$ cat config.mk
export PLATFORM = sky130hd
export DESIGN_NAME = prr_dpath
export DESIGN_NICKNAME = d
export VERILOG_FILES = /design/src/rtl/core/prr_pkg.sv /design/src/rtl/core/prr_dpath.sv
export SDC_FILE = /design/constraint.sdc
export NUM_CORES = 2
export LEC_CHECK = 0
export BUFFER_PORTS_ARGS = -buffer_cell sky130_fd_sc_hd__buf_4
export CAP_MARGIN = 5
export CELL_PAD_IN_SITES_DETAIL_PLACEMENT = 1
export CELL_PAD_IN_SITES_GLOBAL_PLACEMENT = 2
export CORE_MARGIN = 2
export CORE_UTILIZATION = 38
export CTS_CLUSTER_SIZE = 24
export DETAILED_ROUTE_END_ITERATION = 12
export PLACE_DENSITY_LB_ADDON = 0.1
export SLEW_MARGIN = 20
export SYNTH_ARGS = -nofsm -noshare
export SYNTH_HDL_FRONTEND = slang
export SYNTH_SLANG_ARGS = --single-unit
$ cat constraint.sdc
create_clock -name clock -period 20.7 [get_ports clock]
set_clock_uncertainty 0.2 [all_clocks]
set_input_delay 1.035 -clock clock [delete_from_list [all_inputs] [get_ports clock]]
set_output_delay 1.035 -clock clock [all_outputs]
set_load 0.005 [all_outputs]
$ cat src/rtl/core/prr_pkg.sv
// ----------------------------------------------------------------------------
// prr_pkg
// types and codes shared by the task table scheduler
// ----------------------------------------------------------------------------
package prr_pkg;

   localparam logic [2:0] OP_CREATE  = 3'd0;
   localparam logic [2:0] OP_START   = 3'd1;
   localparam logic [2:0] OP_TICK    = 3'd2;
   localparam logic [2:0] OP_YIELD   = 3'd3;
   localparam logic [2:0] OP_EXIT    = 3'd4;
   localparam logic [2:0] OP_REAP    = 3'd5;
   localparam logic [2:0] OP_INSPECT = 3'd6;

   localparam logic [2:0] ST_UNUSED  = 3'd0;
   localparam logic [2:0] ST_READY   = 3'd1;
   localparam logic [2:0] ST_RUNNING = 3'd2;
   localparam logic [2:0] ST_ZOMBIE  = 3'd4;

   localparam logic [2:0] RS_OK        = 3'd0;
   localparam logic [2:0] RS_NO_SLOT   = 3'd1;
   localparam logic [2:0] RS_NOT_FOUND = 3'd2;
   localparam logic [2:0] RS_NO_READY  = 3'd3;
   localparam logic [2:0] RS_HALTED    = 3'd4;

   typedef struct packed {
      logic [2:0]         operation;
      logic [31:0]        target_pid;
      logic [31:0]        parent_pid;
      logic               entry_ok;
      logic signed [31:0] exit_code;
      logic [3:0]         slot_index;
   } req_type;

   typedef struct packed {
      logic [2:0]         status;
      logic [31:0]        assigned_pid;
      logic               switched;
      logic [3:0]         from_slot;
      logic [3:0]         to_slot;
      logic [31:0]        current_pid;
      logic [31:0]        current_parent;
      logic [31:0]        entry_pid;
      logic [2:0]         entry_state;
      logic [31:0]        entry_ticks;
      logic signed [31:0] entry_exit_status;
   } rsp_type;

   // controller to datapath
   typedef struct packed {
      logic load;     // capture request, start scan
      logic step;     // examine one slot
      logic commit;   // apply the command and build the response
   } prr_cmd_type;

   // datapath to controller
   typedef struct packed {
      logic scan_last;
   } prr_stat_type;

endpackage

$ cat src/rtl/core/prr_dpath.sv
// ----------------------------------------------------------------------------
// prr_dpath
// slot table, slot-serial search and command execution
// ----------------------------------------------------------------------------
module prr_dpath #(
   parameter int TABLE_SLOTS = 16
) (
   input  logic                  clock,
   input  logic                  reset,
   input  prr_pkg::req_type      req_data,
   output prr_pkg::rsp_type      rsp_data,
   input  prr_pkg::prr_cmd_type  cmd,
   output prr_pkg::prr_stat_type stat
);
   import prr_pkg::*;

   localparam int IW = (TABLE_SLOTS > 1) ? $clog2(TABLE_SLOTS) : 1;
   localparam logic [IW-1:0] LAST = IW'(TABLE_SLOTS - 1);

   logic [2:0]  st_ff [TABLE_SLOTS];
   logic [31:0] pid_ff [TABLE_SLOTS];
   logic [31:0] par_ff [TABLE_SLOTS];
   logic [31:0] tick_ff [TABLE_SLOTS];
   logic [31:0] exit_ff [TABLE_SLOTS];

   req_type     rq_ff;
   rsp_type     rsp_ff;
   logic        cur_v_ff;
   logic [IW-1:0] cur_ff;
   logic [31:0] idc_ff;

   // scan counter and results
   logic [IW-1:0] cnt_ff;
   logic [IW-1:0] rr_ff;     // round-robin index under test
   logic          free_v_ff, match_v_ff, rdy_v_ff;
   logic [IW-1:0] free_ff, match_ff, rdy_ff;

   assign stat.scan_last = (cnt_ff == LAST);
   assign rsp_data = rsp_ff;

   logic [IW-1:0] rr_next, rr_first;
   always_comb begin
      rr_next = (rr_ff == LAST) ? '0 : rr_ff + 1'b1;
      rr_first = (cur_ff == LAST) ? '0 : cur_ff + 1'b1;
   end

   logic [IW-1:0] cidx;
   assign cidx = cnt_ff;

   // commit values
   logic [IW-1:0] sel_i;
   logic          sel_in;
   logic          rr_hit;
   assign sel_in = ({28'd0, rq_ff.slot_index} < 32'(TABLE_SLOTS));
   assign sel_i = IW'(rq_ff.slot_index);
   // exit never hands control back to the slot that is leaving
   assign rr_hit = (st_ff[rr_ff] == ST_READY)
                   && !(rq_ff.operation == OP_EXIT && rr_ff == cur_ff);

   always_ff @(posedge clock) begin
      if (reset) begin
         for (int i = 0; i < TABLE_SLOTS; i++) begin
            st_ff[i] <= ST_UNUSED;
            pid_ff[i] <= '0;
            par_ff[i] <= '0;
            tick_ff[i] <= '0;
            exit_ff[i] <= '0;
         end
         cur_v_ff <= 1'b0;
         cur_ff <= '0;
         idc_ff <= 32'd1;
         cnt_ff <= '0;
      end else begin
         if (cmd.load) begin
            rq_ff <= req_data;
            cnt_ff <= '0;
            rr_ff <= rr_first;
            free_v_ff <= 1'b0;
            match_v_ff <= 1'b0;
            rdy_v_ff <= 1'b0;
         end
         if (cmd.step) begin
            cnt_ff <= (cnt_ff == LAST) ? '0 : cnt_ff + 1'b1;
            rr_ff <= rr_next;
            if (!free_v_ff && st_ff[cidx] == ST_UNUSED) begin
               free_v_ff <= 1'b1;
               free_ff <= cidx;
            end
            if (!match_v_ff && st_ff[cidx] != ST_UNUSED && pid_ff[cidx] == rq_ff.target_pid)
            begin
               match_v_ff <= 1'b1;
               match_ff <= cidx;
            end
            if (!rdy_v_ff && rr_hit) begin
               rdy_v_ff <= 1'b1;
               rdy_ff <= rr_ff;
            end
         end
         if (cmd.commit) begin
            rsp_type r;
            logic          cv;
            logic [IW-1:0] cs;
            r = '0;
            cv = cur_v_ff;
            cs = cur_ff;
            unique case (rq_ff.operation)
               OP_CREATE: begin
                  if (!free_v_ff || !rq_ff.entry_ok) r.status = RS_NO_SLOT;
                  else begin
                     pid_ff[free_ff] <= idc_ff;
                     par_ff[free_ff] <= rq_ff.parent_pid;
                     st_ff[free_ff] <= ST_READY;
                     tick_ff[free_ff] <= '0;
                     exit_ff[free_ff] <= '0;
                     idc_ff <= idc_ff + 32'd1;
                     r.assigned_pid = idc_ff;
                  end
               end
               OP_START: begin
                  if (!match_v_ff) r.status = RS_NOT_FOUND;
                  else begin
                     cv = 1'b1;
                     cs = match_ff;
                     st_ff[match_ff] <= ST_RUNNING;
                  end
               end
               OP_TICK: begin
                  if (cur_v_ff && st_ff[cur_ff] == ST_RUNNING)
                     tick_ff[cur_ff] <= tick_ff[cur_ff] + 32'd1;
               end
               OP_YIELD: begin
                  if (!cur_v_ff || !rdy_v_ff) r.status = RS_NO_READY;
                  else begin
                     if (rdy_ff != cur_ff) st_ff[cur_ff] <= ST_READY;
                     st_ff[rdy_ff] <= ST_RUNNING;
                     cs = rdy_ff;
                     r.switched = 1'b1;
                     r.from_slot = 4'(cur_ff);
                     r.to_slot = 4'(rdy_ff);
                  end
               end
               OP_EXIT: begin
                  if (!cur_v_ff) r.status = RS_HALTED;
                  else begin
                     exit_ff[cur_ff] <= rq_ff.exit_code;
                     if (!rdy_v_ff) begin
                        st_ff[cur_ff] <= ST_ZOMBIE;
                        r.status = RS_HALTED;
                     end else begin
                        // the scan skipped the exiting slot, so rdy differs from cur
                        st_ff[cur_ff] <= ST_ZOMBIE;
                        st_ff[rdy_ff] <= ST_RUNNING;
                        tick_ff[rdy_ff] <= tick_ff[rdy_ff] + 32'd1;
                        cs = rdy_ff;
                        r.switched = 1'b1;
                        r.from_slot = 4'(cur_ff);
                        r.to_slot = 4'(rdy_ff);
                     end
                  end
               end
               OP_REAP: begin
                  if (!match_v_ff || st_ff[match_ff] != ST_ZOMBIE) r.status = RS_NOT_FOUND;
                  else begin
                     pid_ff[match_ff] <= '0;
                     par_ff[match_ff] <= '0;
                     st_ff[match_ff] <= ST_UNUSED;
                  end
               end
               OP_INSPECT: begin
                  if (sel_in) begin
                     r.entry_pid = pid_ff[sel_i];
                     r.entry_state = st_ff[sel_i];
                     r.entry_ticks = tick_ff[sel_i];
                     r.entry_exit_status = exit_ff[sel_i];
                  end
               end
               default: ;
            endcase
            cur_v_ff <= cv;
            cur_ff <= cs;
            // current identity after the step
            if (!cv) begin
               r.current_pid = '0;
               r.current_parent = '0;
            end else if (rq_ff.operation == OP_CREATE && r.status == RS_OK
                         && free_ff == cs) begin
               r.current_pid = idc_ff;
               r.current_parent = rq_ff.parent_pid;
            end else if (rq_ff.operation == OP_REAP && r.status == RS_OK
                         && match_ff == cs) begin
               r.current_pid = '0;
               r.current_parent = '0;
            end else begin
               r.current_pid = pid_ff[cs];
               r.current_parent = par_ff[cs];
            end
            rsp_ff <= r;
         end
      end
   end

endmodule

==> metrics.md <==
| Metric | Value |
|---|---|
| Status | `finished, final reports clean` |
| Initial Util | `38.2%` |
| Core footprint | `328000 um2` |
| Number of global-route vias before repair | `90506` |
| Final setup viols | `0` |
| Min-Delay Path Depth | `1` |
| DP Worst Slack | `13.56 ns` |
| I/O Pins | `317` |
| Port bufs | `316` |
| CTS Buf Count | `301` |
| Setup TNS | `0 ns` |
| RSZ-0062 raised after global routing | `false` |
| Hold Crit Class | `in -> reg` |
| Hold_ws | `0.0736 ns` |
| Post-synth EDFFs | `2378` |
| Crit Path Class | `reg -> reg` |
| Area Overhead vs Synth | `12.6%` |
| Maximum clock rate | `149 MHz` |
| Top FF cell, synth | `edfxtp_1` |
| Post-CTS Hold Fix Bufs | `0` |
| Cell taking the most area after synthesis | `edfxtp_1` |
| Worst EP arrival | `7.05 ns` |
| CTS tree | `built` |
| Max capacitance violation total | `0` |
| Sequential share of the synthesized area | `58.8%` |
| Root Buffer | `clkbuf_16` |
| Initial antenna violation count | `16` |
| Slew Limit Fails | `0` |
| Slew at the pin closest to its max-slew limit | `1.21 ns` |
| CTS sink count | `2487` |
| # DRC | `0` |
| Mapped Nets | `10023` |
| Die area | `334000 um2` |
| Fin worst setup slack | `14.00 ns` |
| Clock Tree Buf Depth | `4` |
| Min Tclk post-route | `6.70 ns` |
| Fin crit share | `32.4%` |
| Yosys warnings | `0` |
| PostCTS Resize Cnt | `0` |
| Hold Fails Final Rpt | `0` |
| Global route overflow | `0` |
| Finished Layout Cells | `14459` |
| Design Power | `12.3 mW` |
| Critical hold path startpoint | `req_data[11]` |
| Overall global routing resource usage | `28.8%` |
| Relative slew slack | `18.5%` |
| Most frequent cell after synthesis | `edfxtp_1` |
| Yosys top cell area share | `57.0%` |
| #FFs+latches synth | `2487` |
| Nets | `9984` |
| Ranking of synthesized cells by area | `edfxtp_1 (57%), mux4_2 (16%), nor2_1 (6.4%), nand2_1 (4.0%), nand3_1 (3.1%)` |
| Startpoint Class | `flop` |
| Synth top cells by count | `edfxtp_1 (2378), nor2_1 (2146), nand2_1 (1351), mux4_2 (878), nand3_1 (776)` |
| Final GP Congestion | `0.861` |
| Post-Syn Instances | `9908` |
| Largest fanout on the critical path | `58` |
| Routed Antenna Nets | `0` |
| Mapped cell area | `125000 um2` |
| PwrDens | `87.2 nW/um2` |
| # Post-CTS Setup Buffers | `0` |
| Die X | `578 um` |
| VDD IR max | `0.0000724 V` |
| Critical Path End Type | `flop` |
| Placed cells | `13911` |
| Initial DRC Count | `10224` |
| Wire per inst | `33.8 um` |
| DR vias/cell | `6.14` |
| H-tree Lvls | `5` |
| Share of cells above drive strength 1 | `20.4%` |
| First-pass GRT wire length | `690000 um` |
| Detailed Route WL | `488000 um` |
| Post-synth ARST share | `0%` |
| Worst-path clk slew | `0.06 ns` |
| Cell variety after synth | `102` |
| Core Rows | `210` |
| Detailed placement HPWL | `289000 um` |
| RR Endpoint | `pid_ff[1][9]` |
| Reg2Reg Setup Slack | `14.00 ns` |
| Syn avg cell area | `12.6 um2` |
| Worst r2r path cells | `10` |
| Hold endpoint | `rq_ff[11]` |
| Drt first pass iters | `6` |
| Die height | `578 um` |
| Largest net degree at the start of global routing | `171` |
| Via count | `88740` |
| Data required time of the worst path | `21.04 ns` |
| P_leak | `47.2 nW` |
| Worst skew pair latency | `0.93 ns` |
## sequential cells by signal (all words and copies together) (netlist names), named ones only
register	flops
st_ff	48
free_v_ff	1
cur_v_ff	1
sel_i	4
par_ff	512
pid_ff	512
tick_ff	512
exit_ff	512
match_ff	4
match_v_ff	1
rq_ff	100
rsp_data	207
rdy_ff	4
rr_ff	4
idc_ff	32
cidx	4
rdy_v_ff	1
cur_ff	4
free_ff	4
## placed cells by master (no fill, tap or decap), drive strengths merged, types with 62 or more instances in the layout
master,Yosys,routed
a21o,70,70
a21oi,187,187
a22oi,89,89
a31oi,83,83
buf,343,550
clkbuf,549,393
clkinv,1,119
dfxtp,109,109
edfxtp,2378,2378
mux4,921,921
nand2,1360,1360
nand3,779,779
nor2,2162,2162
nor2b,127,127
or2,69,69
xnor2,62,62
## power breakdown
| part | switching (mW) | internal, mW | leakage (nW) |
|---|---|---|---|
| Clock | 2.21 | 3.02 | 4.62 |
| Combinational | 0.769 | 0.460 | 17.6 |
| Sequential | 0.141 | 5.69 | 25.0 |
| Total | 3.12 | 9.17 | 47.2 |
## critical path, stage by stage (launching register included)
cell and delay [ns]:
dfxtp_1 0.63, nor4bb_1 0.39, nor4_1 0.09, a311oi_1 0.64, o22a_1 0.44, nand3_4 0.37
buf_4 0.54, o21ai_1 0.74, nand2_4 0.59, nand2_4 1.01, buf_4 0.55
## layer usage
metal / track usage (%) / share of wire, % / vias up
met3: 4.25 / 7.6 / 711
met1: 41.6 / 43 / 47508
li1: - / - / 36544
met4: 7.57 / 2.6 / 8
met2: 45.7 / 46 / 3969
met5: 0 / 0.0090 / -
## stage by stage
stage          cell area, um2  utilization [%]
6_report               141000             43.0
5_1_grt                141000             43.0
4_1_cts                141000             43.0
3_5_place_dp           131000             40.1
3_3_place_gp           131000             40.1
2_1_floorplan          125000                -
## cell families after synthesis
kind of cell | share of synthesized area (%)
xor+xnor | 0.846
fa+ha+maj | 0.0599
compound gates | 3.28
simple gates | 16.4
flops | 58.8
mux | 17.3
buf+inv | 3.37
## final cells by class
class                   instances  area (um2)
fillers                     33597      187000
clock inverters               149        1250
well taps                    4346        5440
multi-input cells            6494       48100
flip-flops and latches       2487       73600
diodes                          5        12.5
clock buffers                 393        8190
repair buffers                550        4240
inverters                      35         134
## worst max path at each step
stage	slack, ns	startpoint	endpoint	cells past startpoint
finish	14.00	flop	pid_ff[1][9]	10
global route	13.82	flop	pid_ff[6][17]	10
CTS	13.63	flop	pid_ff[1][9]	10
detailed placement	13.56	reset	tick_ff[5][22]	12
global placement	13.61	reset	tick_ff[12][15]	12
floorplan	8.72	reset	par_ff[12][0]	11
(Power assumes the default switching activity.)
