===== src/rtl/core/prr_pkg.sv =====
// ----------------------------------------------------------------------------
// prr_pkg
// types and codes shared by the task table scheduler
// ----------------------------------------------------------------------------
package prr_pkg;

   localparam logic [2:0] OP_CREATE  = 3'd0;
   localparam logic [2:0] OP_START   = 3'd1;
   localparam logic [2:0] OP_TICK    = 3'd2;
   localparam logic [2:0] OP_YIELD   = 3'd3;
   localparam logic [2:0] OP_EXIT    = 3'd4;
   localparam logic [2:0] OP_REAP    = 3'd5;
   localparam logic [2:0] OP_INSPECT = 3'd6;

   localparam logic [2:0] ST_UNUSED  = 3'd0;
   localparam logic [2:0] ST_READY   = 3'd1;
   localparam logic [2:0] ST_RUNNING = 3'd2;
   localparam logic [2:0] ST_ZOMBIE  = 3'd4;

   localparam logic [2:0] RS_OK        = 3'd0;
   localparam logic [2:0] RS_NO_SLOT   = 3'd1;
   localparam logic [2:0] RS_NOT_FOUND = 3'd2;
   localparam logic [2:0] RS_NO_READY  = 3'd3;
   localparam logic [2:0] RS_HALTED    = 3'd4;

   typedef struct packed {
      logic [2:0]         operation;
      logic [31:0]        target_pid;
      logic [31:0]        parent_pid;
      logic               entry_ok;
      logic signed [31:0] exit_code;
      logic [3:0]         slot_index;
   } req_type;

   typedef struct packed {
      logic [2:0]         status;
      logic [31:0]        assigned_pid;
      logic               switched;
      logic [3:0]         from_slot;
      logic [3:0]         to_slot;
      logic [31:0]        current_pid;
      logic [31:0]        current_parent;
      logic [31:0]        entry_pid;
      logic [2:0]         entry_state;
      logic [31:0]        entry_ticks;
      logic signed [31:0] entry_exit_status;
   } rsp_type;

   // controller to datapath
   typedef struct packed {
      logic load;     // capture request, start scan
      logic step;     // examine one slot
      logic commit;   // apply the command and build the response
   } prr_cmd_type;

   // datapath to controller
   typedef struct packed {
      logic scan_last;
   } prr_stat_type;

endpackage


===== src/rtl/core/prr_ctrl.sv =====
// ----------------------------------------------------------------------------
// prr_ctrl
// command sequencer: load, slot scan, commit, response hold
// ----------------------------------------------------------------------------
module prr_ctrl (
   input  logic                 clock,
   input  logic                 reset,
   input  logic                 req_valid,
   output logic                 req_ready,
   output logic                 rsp_valid,
   input  logic                 rsp_ready,
   output prr_pkg::prr_cmd_type cmd,
   input  prr_pkg::prr_stat_type stat
);
   import prr_pkg::*;

   localparam logic [1:0] S_IDLE = 2'd0;
   localparam logic [1:0] S_SCAN = 2'd1;
   localparam logic [1:0] S_COMMIT = 2'd2;

   logic [1:0] state_ff, state_in;
   logic       rsp_valid_ff, rsp_valid_in;

   // a new command enters once the previous response beat leaves
   assign req_ready = (state_ff == S_IDLE) && (!rsp_valid_ff || rsp_ready);
   assign rsp_valid = rsp_valid_ff;

   always_comb begin
      state_in = state_ff;
      rsp_valid_in = rsp_valid_ff && !rsp_ready;
      cmd = '0;
      unique case (state_ff)
         S_IDLE: begin
            if (req_valid && req_ready) begin
               cmd.load = 1'b1;
               state_in = S_SCAN;
            end
         end
         S_SCAN: begin
            cmd.step = 1'b1;
            if (stat.scan_last) state_in = S_COMMIT;
         end
         S_COMMIT: begin
            if (!rsp_valid_ff) begin
               cmd.commit = 1'b1;
               rsp_valid_in = 1'b1;
               state_in = S_IDLE;
            end
         end
         default: state_in = S_IDLE;
      endcase
   end

   always_ff @(posedge clock) begin
      if (reset) begin
         state_ff <= S_IDLE;
         rsp_valid_ff <= 1'b0;
      end else begin
         state_ff <= state_in;
         rsp_valid_ff <= rsp_valid_in;
      end
   end

endmodule


===== config.mk =====
export PLATFORM = sky130hd
export DESIGN_NAME = prr_ctrl
export DESIGN_NICKNAME = d
export VERILOG_FILES = /design/src/rtl/core/prr_pkg.sv /design/src/rtl/core/prr_ctrl.sv
export SDC_FILE = /design/constraint.sdc
export NUM_CORES = 1
export LEC_CHECK = 0
export ABC_AREA = 1
export BUFFER_PORTS_ARGS = -buffer_cell sky130_fd_sc_hd__buf_2
export CAP_MARGIN = 30
export CORE_AREA = 2 2 39 41
export DETAILED_ROUTE_END_ITERATION = 8
export DIE_AREA = 0 0 41 43
export GPL_ROUTABILITY_DRIVEN = 0
export PLACE_DENSITY_LB_ADDON = 0.25
export SYNTH_ARGS = -nofsm -noshare
export SYNTH_HDL_FRONTEND = slang
export SYNTH_SLANG_ARGS = --single-unit

===== constraint.sdc =====
create_clock -name clock -period 1 [get_ports clock]
set_input_delay 0.1 -clock clock [delete_from_list [all_inputs] [get_ports clock]]
set_output_delay 0.1 -clock clock [all_outputs]
set_load 0.01 [all_outputs]

==> flow_metrics.tcl, run 1 <==
set metrics [dict create \
    critical_path_depth 4 \
    distinct_cells_synth 12 \
    power_frac_clock_pct 49.4 \
    cts_made_buffers 3 \
    fillerInstances 168 \
    cp_data_arrival_time_ps 920 \
    synth.net_count 26 \
    clock_tree_from_tritoncts "yes" \
    drt_iter0_markers 0 \
    areaGrowthSynthToFinish_pct 91.54 \
    min_from "reset" \
    antenna_violations_before_repair 0 \
    power.combinational.fraction_pct 20.0 \
    yosysWarningCount 0 \
    grt_max_degree 5 \
    row_count 14 \
    cpLargestDelayFamily "flip-flops" \
    min_delay_path_depth 2 \
    final.setup_skew_ps 3.295 \
    final_min_period_over_clock_period_pct 102.3 \
    multi_input_area_um2 92.59 \
    detail_route.first_pass.iterations 1 \
    area_taken_by_flip_flops_and_latches_um2 68.82 \
    num_io_pins 10 \
    reg2reg_slack_ps 130 \
    fin_nets 44 \
    synthMostInstantiatedCell "sky130_fd_sc_hd__inv_1" \
    layout_setup_ws_ps -23.15 \
    remaining_drc_errors 0 \
    antenna_cells_inserted 0 \
    timing.rr.start "state_ff[0]$_SDFFE_PP0P_" \
    p_per_area_nw_per_um2 1367 \
    syn-instance-count 21 \
    layout-drive-gt1-share_pct 71.05 \
    finalHoldViolations 0 \
    placed_cell_area_um2 227.7 \
    track_usage_pct 5.511 \
    worstReg2RegEnd "state_ff[1]$_SDFFE_PP0P_" \
    vdd.ir_drop.worst_v 0.0003811 \
    design.die.area_um2 1763 \
    timing.critical_path.to_type "primary output" \
    dp.final_hpwl_um 289.6 \
    fmax_mhz 977.4 \
    timing.critical_path.slowest_stage_cell "sky130_fd_sc_hd__dfxtp_4" \
    clk_latency_ps 230 \
    floorplan.die.width_um 41 \
    synth_enable_flop_cells 0 \
    die_height_um 43 \
    post_drt_wl_per_cell_um 6.981 \
    hold-path-endpoint "state_ff[1]$_SDFFE_PP0P_" \
    max_stage_delay_ps 360 \
    power.internal_uw 318.2 \
    avgSynthCellArea_um2 7.746 \
    worstHoldPathType "input port to flip-flop" \
    leakagePower_nw 0.1619 \
    critPathBufInv 2 \
    power_switching_share_pct 25.31 \
    timing_max_transition_violations_final 0 \
    cts.sink_count 3 \
    vias_post_dr 182 \
    global_route.overflow_total 0 \
    critPathMaxFanout 4 \
    synth-main-ff-cell "sky130_fd_sc_hd__dfxtp_1" \
    cts_buffer_depth 2 \
    final_core_utilization_pct 22.51 \
    power_frac_seq_pct 30.7 \
    required_time_of_the_critical_path_ps 900 \
    cts.reportedPaths.clkPinSlew_ps 40 \
    run_status "complete, but fails checks" \
    synth_top_cells_by_count "sky130_fd_sc_hd__inv_1 (5), sky130_fd_sc_hd__dfxtp_1 (3), sky130_fd_sc_hd__a21oi_2 (2), sky130_fd_sc_hd__nand2_1 (2), sky130_fd_sc_hd__nand3_1 (2)" \
    timing.max_cap.violations 0 \
    grt_pass1_vias 152 \
    postSynth.asyncResetShare_pct 0 \
    max_slew.worst_pin.slew_ps 98.12 \
    timing.final.setup_violations 3 \
    setup.worst_path.start_class "flip-flop" \
    path_class "flip-flop to primary output" \
    starting_density_of_the_core_pct 11.75 \
    cts_hold_repair_buffers 0 \
    core_area_um2 1384 \
    syn-cell-area_um2 162.7 \
    worstRegToRegCells 5 \
    max_slew_margin_pct 93.44 \
    net-switching-power_uw 107.8 \
    rsz0062_at_grt "yes" \
    place.port_buffers 9 \
    netlist.top_cell.by_area "sky130_fd_sc_hd__dfxtp_1" \
    final.hold.worst_slack_ps 59.89 \
    totalWireLength_um 377 \
    via_to_cell_ratio 3.370 \
    number_of_h_tree_levels 1 \
    cts_root_buf "sky130_fd_sc_hd__clkbuf_4" \
    seq_area_frac_synth_pct 36.92 \
    worstPathCellList "nor2_4 -> nand3_2 -> inv_1 -> buf_2" \
    yosys_register_bits 3 \
    synth_top_cell_area_share_pct 36.92 \
    layout_min_cycle_time_ps 1023 \
    finalInstanceArea_um2 311.5 \
    synth_top_cells_by_area "sky130_fd_sc_hd__dfxtp_1 (37%), sky130_fd_sc_hd__inv_1 (12%), sky130_fd_sc_hd__a21oi_2 (11%)" \
    grt_pass1_wl_um 552 \
    violations_in_the_final_reports "setup timing" \
    antenna_left 0 \
]
## cell families (layout without fill, tap and decap cells)
logic type,after synthesis,count (layout),synth area share (%)
compound gates,3,3,13.85
buf+inv,6,23,13.85
flops,3,3,36.92
simple gates,9,9,35.39
## sequential cells by signal, summed over array words and instances, names as in the netlist
signal,count
rsp_valid,1
state_ff,2
## worst reg2reg max path, stage by stage (launching register included)
cell	delay, ps
sky130_fd_sc_hd__dfxtp_2	340
sky130_fd_sc_hd__inv_2	60
sky130_fd_sc_hd__nor2_4	120
sky130_fd_sc_hd__buf_4	120
sky130_fd_sc_hd__nand2_1	50
sky130_fd_sc_hd__a21oi_2	100
## final cells by class
class	instances	share of cell area, %
timing repair buffer	13	26.10
inverter	6	7.229
multi-input combinational	12	29.72
sequential	3	22.09
clock buffer	4	8.434
tap	16	6.426
## cells in the final DEF (no fill, tap or decap)
| master | n |
|---|---|
| sky130_fd_sc_hd__nand2_2 | 1 |
| sky130_fd_sc_hd__buf_6 | 1 |
| sky130_fd_sc_hd__dfxtp_2 | 1 |
| sky130_fd_sc_hd__a21oi_1 | 1 |
| sky130_fd_sc_hd__buf_2 | 8 |
| sky130_fd_sc_hd__buf_4 | 4 |
| sky130_fd_sc_hd__a21oi_2 | 2 |
| sky130_fd_sc_hd__inv_2 | 1 |
| sky130_fd_sc_hd__nor2_4 | 2 |
| sky130_fd_sc_hd__inv_1 | 5 |
| sky130_fd_sc_hd__nand2_4 | 1 |
| sky130_fd_sc_hd__clkbuf_4 | 3 |
| sky130_fd_sc_hd__and2_1 | 1 |
| sky130_fd_sc_hd__nand3_1 | 2 |
| sky130_fd_sc_hd__clkbuf_1 | 1 |
| sky130_fd_sc_hd__dfxtp_4 | 2 |
| sky130_fd_sc_hd__nand2_1 | 1 |
| sky130_fd_sc_hd__nand3_2 | 1 |
## routing by layer
metal,vias up,wire length (um),global-route usage [%]
li1,97,-,-
met1,74,181,7.029
met2,11,144,4.688
met3,0,51,3.141
met4,0,0,8.000
met5,-,0,0
## repair_timing
action | 4_1_cts | 5_1_grt
buffers inserted | 3 | 1
setup endpoints to repair | 4 | 4
resized for setup | 6 | 3
pin swaps | 4 | 1
## worst max-delay path by stage
stage | start | end | slack (ps)
6_report | state_ff[1]$_SDFFE_PP0P_ | cmd[2] | -20
5_1_grt | state_ff[1]$_SDFFE_PP0P_ | cmd[2] | -80
4_1_cts | state_ff[1]$_SDFFE_PP0P_ | cmd[2] | -40
3_5_place_dp | state_ff[1]$_SDFFE_PP0P_ | cmd[2] | 120
3_3_place_gp | state_ff[1]$_SDFFE_PP0P_ | cmd[2] | 130
2_1_floorplan | rsp_valid$_SDFF_PP0_ | req_ready | 240
## metrics by stage
stage | instances | setup slack [ps] | setup TNS (ps) | power [mW]
after detailed placement | 46 | 121.6 | 0 | 0.1977
final | 54 | -23.15 | -33.91 | 0.4260
after global routing | 54 | -82.74 | -203.7 | 0.4636
after CTS | 53 | -37.80 | -90.37 | 0.4308
after floorplan | 21 | 235.6 | 0 | 0.1713
after global placement | 46 | 129.6 | 0 | 0.1980
## power groups by stage
stage	Sequential [mW]	Clock, mW	Combinational [mW]
finish	0.131	0.210	0.0850
detailed placement	0.134	0	0.0641
CTS	0.133	0.224	0.0741
global placement	0.133	0	0.0645
floorplan	0.133	0	0.0380
global route	0.131	0.239	0.0937
No activity file was read; power rests on OpenSTA's default activity.
==> inputs of run 2 (changes only) <==
--- a/constraint.sdc
+++ b/constraint.sdc
@@ -3,2 +3,2 @@
 set_output_delay 0.1 -clock clock [all_outputs]
-set_load 0.01 [all_outputs]
+set_load 0.02 [all_outputs]
==> run 2 against run 1 <==
- the run still ends with setup timing left
- clock-buffer cell count unchanged
- combinational power up 35%
- hold slack about the same
- die area unchanged
- largest power group unchanged
==> flow_metrics.tcl, run 2 (synthesized netlist as in run 1, its figures left out) <==
set metrics [dict create \
    power_frac_seq_pct 28.9 \
    worstReg2RegEnd "state_ff[0]$_SDFFE_PP0P_" \
    cts.reportedPaths.clkPinSlew_ps 40 \
    violations_in_the_final_reports "setup timing" \
    min_delay_path_depth 2 \
    remaining_drc_errors 0 \
    core_area_um2 1384 \
    global_route.overflow_total 0 \
    timing.final.setup_violations 3 \
    power.combinational.fraction_pct 25.1 \
    final.setup_skew_ps 2.968 \
    min_from "reset" \
    most_used_cells_in_the_layout_excluding_fill_and_tap_cells "sky130_fd_sc_hd__buf_2 (5), sky130_fd_sc_hd__buf_4 (5), sky130_fd_sc_hd__inv_1 (4), sky130_fd_sc_hd__clkbuf_4 (3), sky130_fd_sc_hd__buf_6 (3)" \
    totalWireLength_um 382 \
    rsz0062_at_grt "yes" \
    post_drt_wl_per_cell_um 7.074 \
    areaGrowthSynthToFinish_pct 97.69 \
    largest_register_ffs 2 \
    run_status "complete, but fails checks" \
    critPathMaxFanout 4 \
    leakagePower_nw 0.1585 \
    design.die.area_um2 1763 \
    place.port_buffers 9 \
    starting_density_of_the_core_pct 11.75 \
    vdd.ir_drop.worst_v 0.0004026 \
    path_class "flip-flop to primary output" \
    cts_root_buf "sky130_fd_sc_hd__clkbuf_4" \
    antenna_violations_before_repair 0 \
    layout_setup_ws_ps -27.20 \
    multi_input_area_um2 90.09 \
    antenna_left 0 \
    grt_pass1_vias 156 \
    hold-path-endpoint "state_ff[1]$_SDFFE_PP0P_" \
    timing.critical_path.to_type "primary output" \
    vias_post_dr 186 \
    antenna_cells_inserted 0 \
    grt_max_degree 5 \
    clock_tree_from_tritoncts "yes" \
    timing_max_transition_violations_final 0 \
    clk_latency_ps 230 \
    area_taken_by_flip_flops_and_latches_um2 66.31 \
    detail_route.first_pass.iterations 1 \
    worstHoldPathType "input port to flip-flop" \
    max_slew_margin_pct 93.45 \
    layout_min_cycle_time_ps 1027 \
    finalHoldViolations 0 \
    placed_cells_incl_taps 46 \
    cp_data_arrival_time_ps 930 \
    max_slew.worst_pin.slew_ps 98.00 \
    layout-drive-gt1-share_pct 76.32 \
    num_io_pins 10 \
    number_of_h_tree_levels 1 \
    largest-register "state_ff" \
    reg2reg_slack_ps 60 \
    power.internal_uw 337.1 \
    via_to_cell_ratio 3.444 \
    die_height_um 43 \
    cts_buffer_depth 2 \
    fin_nets 44 \
    fmax_mhz 973.5 \
    grt_pass1_wl_um 552 \
    timing.rr.start "state_ff[1]$_SDFFE_PP0P_" \
    p_per_area_nw_per_um2 1425 \
    cts_made_buffers 3 \
    floorplan.die.width_um 41 \
    setup.worst_path.start_class "flip-flop" \
    row_count 14 \
    final-instance-count-excl-fill 54 \
    power_frac_clock_pct 45.9 \
    final_min_period_over_clock_period_pct 102.7 \
    track_usage_pct 5.511 \
    final_core_utilization_pct 23.24 \
    worstRegToRegCells 5 \
    dpl_worst_slack_ps 87.95 \
    fillerInstances 162 \
    cts.sink_count 3 \
    net-switching-power_uw 121.1 \
    power_switching_share_pct 26.42 \
    dp.final_hpwl_um 289.6 \
    cts_hold_repair_buffers 0 \
    timing.max_cap.violations 0 \
    required_time_of_the_critical_path_ps 900 \
    drt_iter0_markers 0 \
]
run 2: timing repair:
action	in CTS	in global routing
pin swaps	3	4
setup buffers	1	3
endpoints found under the setup margin	4	4
gates resized for setup	14	1
run 2: worst max path at each step:
stage	startpoint	to	slack, ps
after global routing	state_ff[1]$_SDFFE_PP0P_	cmd[2]	-70
final	rsp_valid$_SDFF_PP0_	req_ready	-30
after CTS	state_ff[1]$_SDFFE_PP0P_	req_ready	-50
after global placement	state_ff[1]$_SDFFE_PP0P_	cmd[2]	100
after detailed placement	state_ff[1]$_SDFFE_PP0P_	cmd[2]	90
after floorplan	rsp_valid$_SDFF_PP0_	req_ready	110
run 2: through the flow:
step	setup TNS [ps]	hold slack (ps)	area (um^2)	power, mW
after CTS	-118.0	48.18	296.5	0.4571
after global placement	0	311.8	227.7	0.2086
final	-64.07	60.22	321.6	0.4582
after floorplan	0	162.4	162.7	0.1819
after detailed placement	0	307.4	227.7	0.2083
after global routing	-238.2	55.70	321.6	0.4963
run 2: power by group through the flow:
stage                     registers, mW  clock network, mW  logic, mW
final                             0.133              0.210      0.115
after global placement            0.133                  0     0.0751
after floorplan                   0.134                  0     0.0478
after CTS                         0.133              0.224      0.100
after global routing              0.133              0.239      0.125
after detailed placement          0.134                  0     0.0748
run 2: per-layer routing:
| metal | vias to the layer above | wire length, um | GRT usage (%) |
|---|---|---|---|
| met1 | 78 | 171 | 6.709 |
| met4 | 0 | 0 | 8.000 |
| met3 | 0 | 50 | 3.141 |
| li1 | 97 | - | - |
| met5 | - | 0 | 0 |
| met2 | 11 | 160 | 5.000 |
run 2: area by class of cell:
type | count | area share, %
clock buffers | 4 | 8.171
inverters | 6 | 7.004
multi-input cells | 12 | 28.02
flip-flops and latches | 3 | 20.62
well taps | 16 | 6.226
repair buffers | 13 | 29.96
run 2: worst max-delay path: stages (launching register included):
cell and delay [ps]:
sky130_fd_sc_hd__dfxtp_2 340, sky130_fd_sc_hd__nand2_2 80, sky130_fd_sc_hd__and2_4 160, sky130_fd_sc_hd__buf_6 120
==> inputs of run 3 (changes only) <==
Settings changed: SETUP_SLACK_MARGIN set to 0.5.
==> run 3 against run 2 <==
- the flow still finishes with violations (setup timing)
- clock skew is 1.2 ps higher
- register-to-register slack better by 90 ps
- cell count down 5.6%
- hold slack improved by 7.9 ps
- critical path depth unchanged
- fmax shrank 0.19%
- worst setup slack worse by 1.9 ps
- via count fell by 10%
- largest cell class is now multi-input combinational cells
==> flow_metrics.tcl, run 3 (synthesized netlist as in run 1, its figures left out) <==
set metrics [dict create \
    cts_buffer_depth 2 \
    num_io_pins 10 \
    rsz0062_at_grt "yes" \
    final.setup_skew_ps 4.122 \
    cts_root_buf "sky130_fd_sc_hd__clkbuf_4" \
    cp-startpoint "rsp_valid$_SDFF_PP0_" \
    finalInstanceArea_um2 325.3 \
    timing.max_cap.violations 0 \
    largest-register "state_ff" \
    core_area_um2 1384 \
    antenna_cells_inserted 0 \
    post_drt_wl_per_cell_um 7.235 \
    critPathMaxFanout 4 \
    clk_latency_ps 230 \
    cts_hold_repair_buffers 0 \
    cpLargestDelayFamily "flip-flops" \
    final_min_period_over_clock_period_pct 102.9 \
    violations_in_the_final_reports "setup timing" \
    power_switching_share_pct 27.39 \
    global_route.overflow_total 0 \
    run_status "complete, but fails checks" \
    finalHoldViolations 0 \
    max_slew.worst_pin.slew_ps 123.4 \
    most_used_cells_in_the_layout_excluding_fill_and_tap_cells "sky130_fd_sc_hd__buf_6 (5), sky130_fd_sc_hd__buf_2 (4)" \
    vdd.ir_drop.worst_v 0.0007369 \
    placed_cells_incl_taps 46 \
    worstHoldPathType "input port to flip-flop" \
    die_height_um 43 \
    fmax_mhz 971.7 \
    final-instance-count-excl-fill 51 \
    floorplan.die.width_um 41 \
    cp_data_arrival_time_ps 930 \
    path_class "flip-flop to primary output" \
    mostFrequentLayoutCell "sky130_fd_sc_hd__buf_6" \
    dp.final_hpwl_um 292.2 \
    grt_pass1_wl_um 621 \
    dpl_worst_slack_ps 94.95 \
    worst_setup_path_endpoint "req_ready" \
    worstReg2RegEnd "state_ff[0]$_SDFFE_PP0P_" \
    fin_nets 41 \
    timing.critical_path.to_type "primary output" \
    totalNegativeSetupSlack_ps -56.52 \
    power.combinational.fraction_pct 24.1 \
    max_stage_delay_ps 370 \
    leakagePower_nw 0.1534 \
    remaining_drc_errors 0 \
    max_slew_margin_pct 91.75 \
    grt_pass1_vias 154 \
    setup.worst_path.start_class "flip-flop" \
    track_usage_pct 6.018 \
    fillerInstances 152 \
    worstPathCellList "nand2_4 -> and2_4 -> buf_6" \
    final_core_utilization_pct 23.51 \
    place.port_buffers 9 \
    antenna_violations_before_repair 0 \
    worstRegToRegCells 4 \
    critical_path_depth 3 \
    final.hold.worst_slack_ps 68.08 \
    required_time_of_the_critical_path_ps 900 \
    clock_tree_from_tritoncts "yes" \
    cts.reportedPaths.clkPinSlew_ps 40 \
    p_per_area_nw_per_um2 1390 \
    totalWireLength_um 369 \
    timing_max_transition_violations_final 0 \
    detail_route.first_pass.iterations 2 \
    starting_density_of_the_core_pct 11.75 \
    power_frac_seq_pct 29.1 \
    areaGrowthSynthToFinish_pct 100.0 \
    cts_made_buffers 3 \
    design.die.area_um2 1763 \
    antenna_left 0 \
    row_count 14 \
    timing.final.setup_violations 3 \
    timing.critical_path.slowest_stage_cell "sky130_fd_sc_hd__dfxtp_4" \
    grt_max_degree 5 \
    via_to_cell_ratio 3.275 \
    layout_setup_ws_ps -29.14 \
    power_frac_clock_pct 46.8 \
    layout_min_cycle_time_ps 1029 \
    power.internal_uw 328.4 \
    power.total_uw 452.3 \
    largest_register_ffs 2 \
    layout-drive-gt1-share_pct 82.86 \
    net-switching-power_uw 123.9 \
    vias_post_dr 167 \
    reg2reg_slack_ps 150 \
    timing.rr.start "state_ff[1]$_SDFFE_PP0P_" \
    critPathBufInv 1 \
    placed_cell_area_um2 234.0 \
    cts.sink_count 3 \
    drt_iter0_markers 1 \
    number_of_h_tree_levels 1 \
]
[run 3: cell types whose count changed in the layout (fill, tap and decap cells not counted), sizes merged]
cell | before | now
buf | 13 | 10
[run 3: layout make-up]
| type | count | area [um^2] | share of cell area, % |
|---|---|---|---|
| multi-input cells | 12 | 103.9 | 31.92 |
| repair buffers | 10 | 83.83 | 25.77 |
| flip-flops and latches | 3 | 68.82 | 21.15 |
| clock buffers | 4 | 26.28 | 8.077 |
| inverters | 6 | 22.52 | 6.923 |
| well taps | 16 | 20.02 | 6.154 |
[run 3: worst min-delay path by stage]
stage | start | endpoint | slack, ps | depth (start not counted)
after floorplan | reset | state_ff[0]$_SDFFE_PP0P_ | 160 | 1
after global placement | reset | state_ff[0]$_SDFFE_PP0P_ | 300 | 2
after detailed placement | reset | state_ff[0]$_SDFFE_PP0P_ | 300 | 2
after CTS | reset | state_ff[1]$_SDFFE_PP0P_ | 50 | 2
after global routing | reset | state_ff[1]$_SDFFE_PP0P_ | 60 | 2
final | reset | state_ff[1]$_SDFFE_PP0P_ | 70 | 2
[run 3: per-layer routing]
metal,part of all wire [%],GRT usage (%),wire [um],up-vias
li1,-,-,-,90
met4,0,2.000,0,0
met2,32,6.563,117,10
met1,55,6.731,202,67
met5,0,0,0,-
met3,13,7.853,49,0
[run 3: worst register-to-register path, delay by kind of cell (launching register included)]
| family | cells | cell delay (ps) |
|---|---|---|
| flip-flops | 1 | 360 |
| AND/OR/NAND/NOR | 2 | 170 |
| buffers and inverters | 1 | 140 |
| AO/OA/AOI/OAI | 1 | 110 |
[run 3: power by group through the flow]
stage	Clock, mW	Combinational [mW]	Sequential [mW]
2_1_floorplan	0	0.0520	0.133
3_3_place_gp	0	0.0796	0.133
3_5_place_dp	0	0.0794	0.133
4_1_cts	0.224	0.109	0.131
5_1_grt	0.232	0.119	0.133
6_report	0.212	0.109	0.131
[run 3: what timing repair did]
action,CTS,global route
setup endpoints to repair,8,8
pin swaps,1,3
setup buffers,1,0
resized for setup,16,2
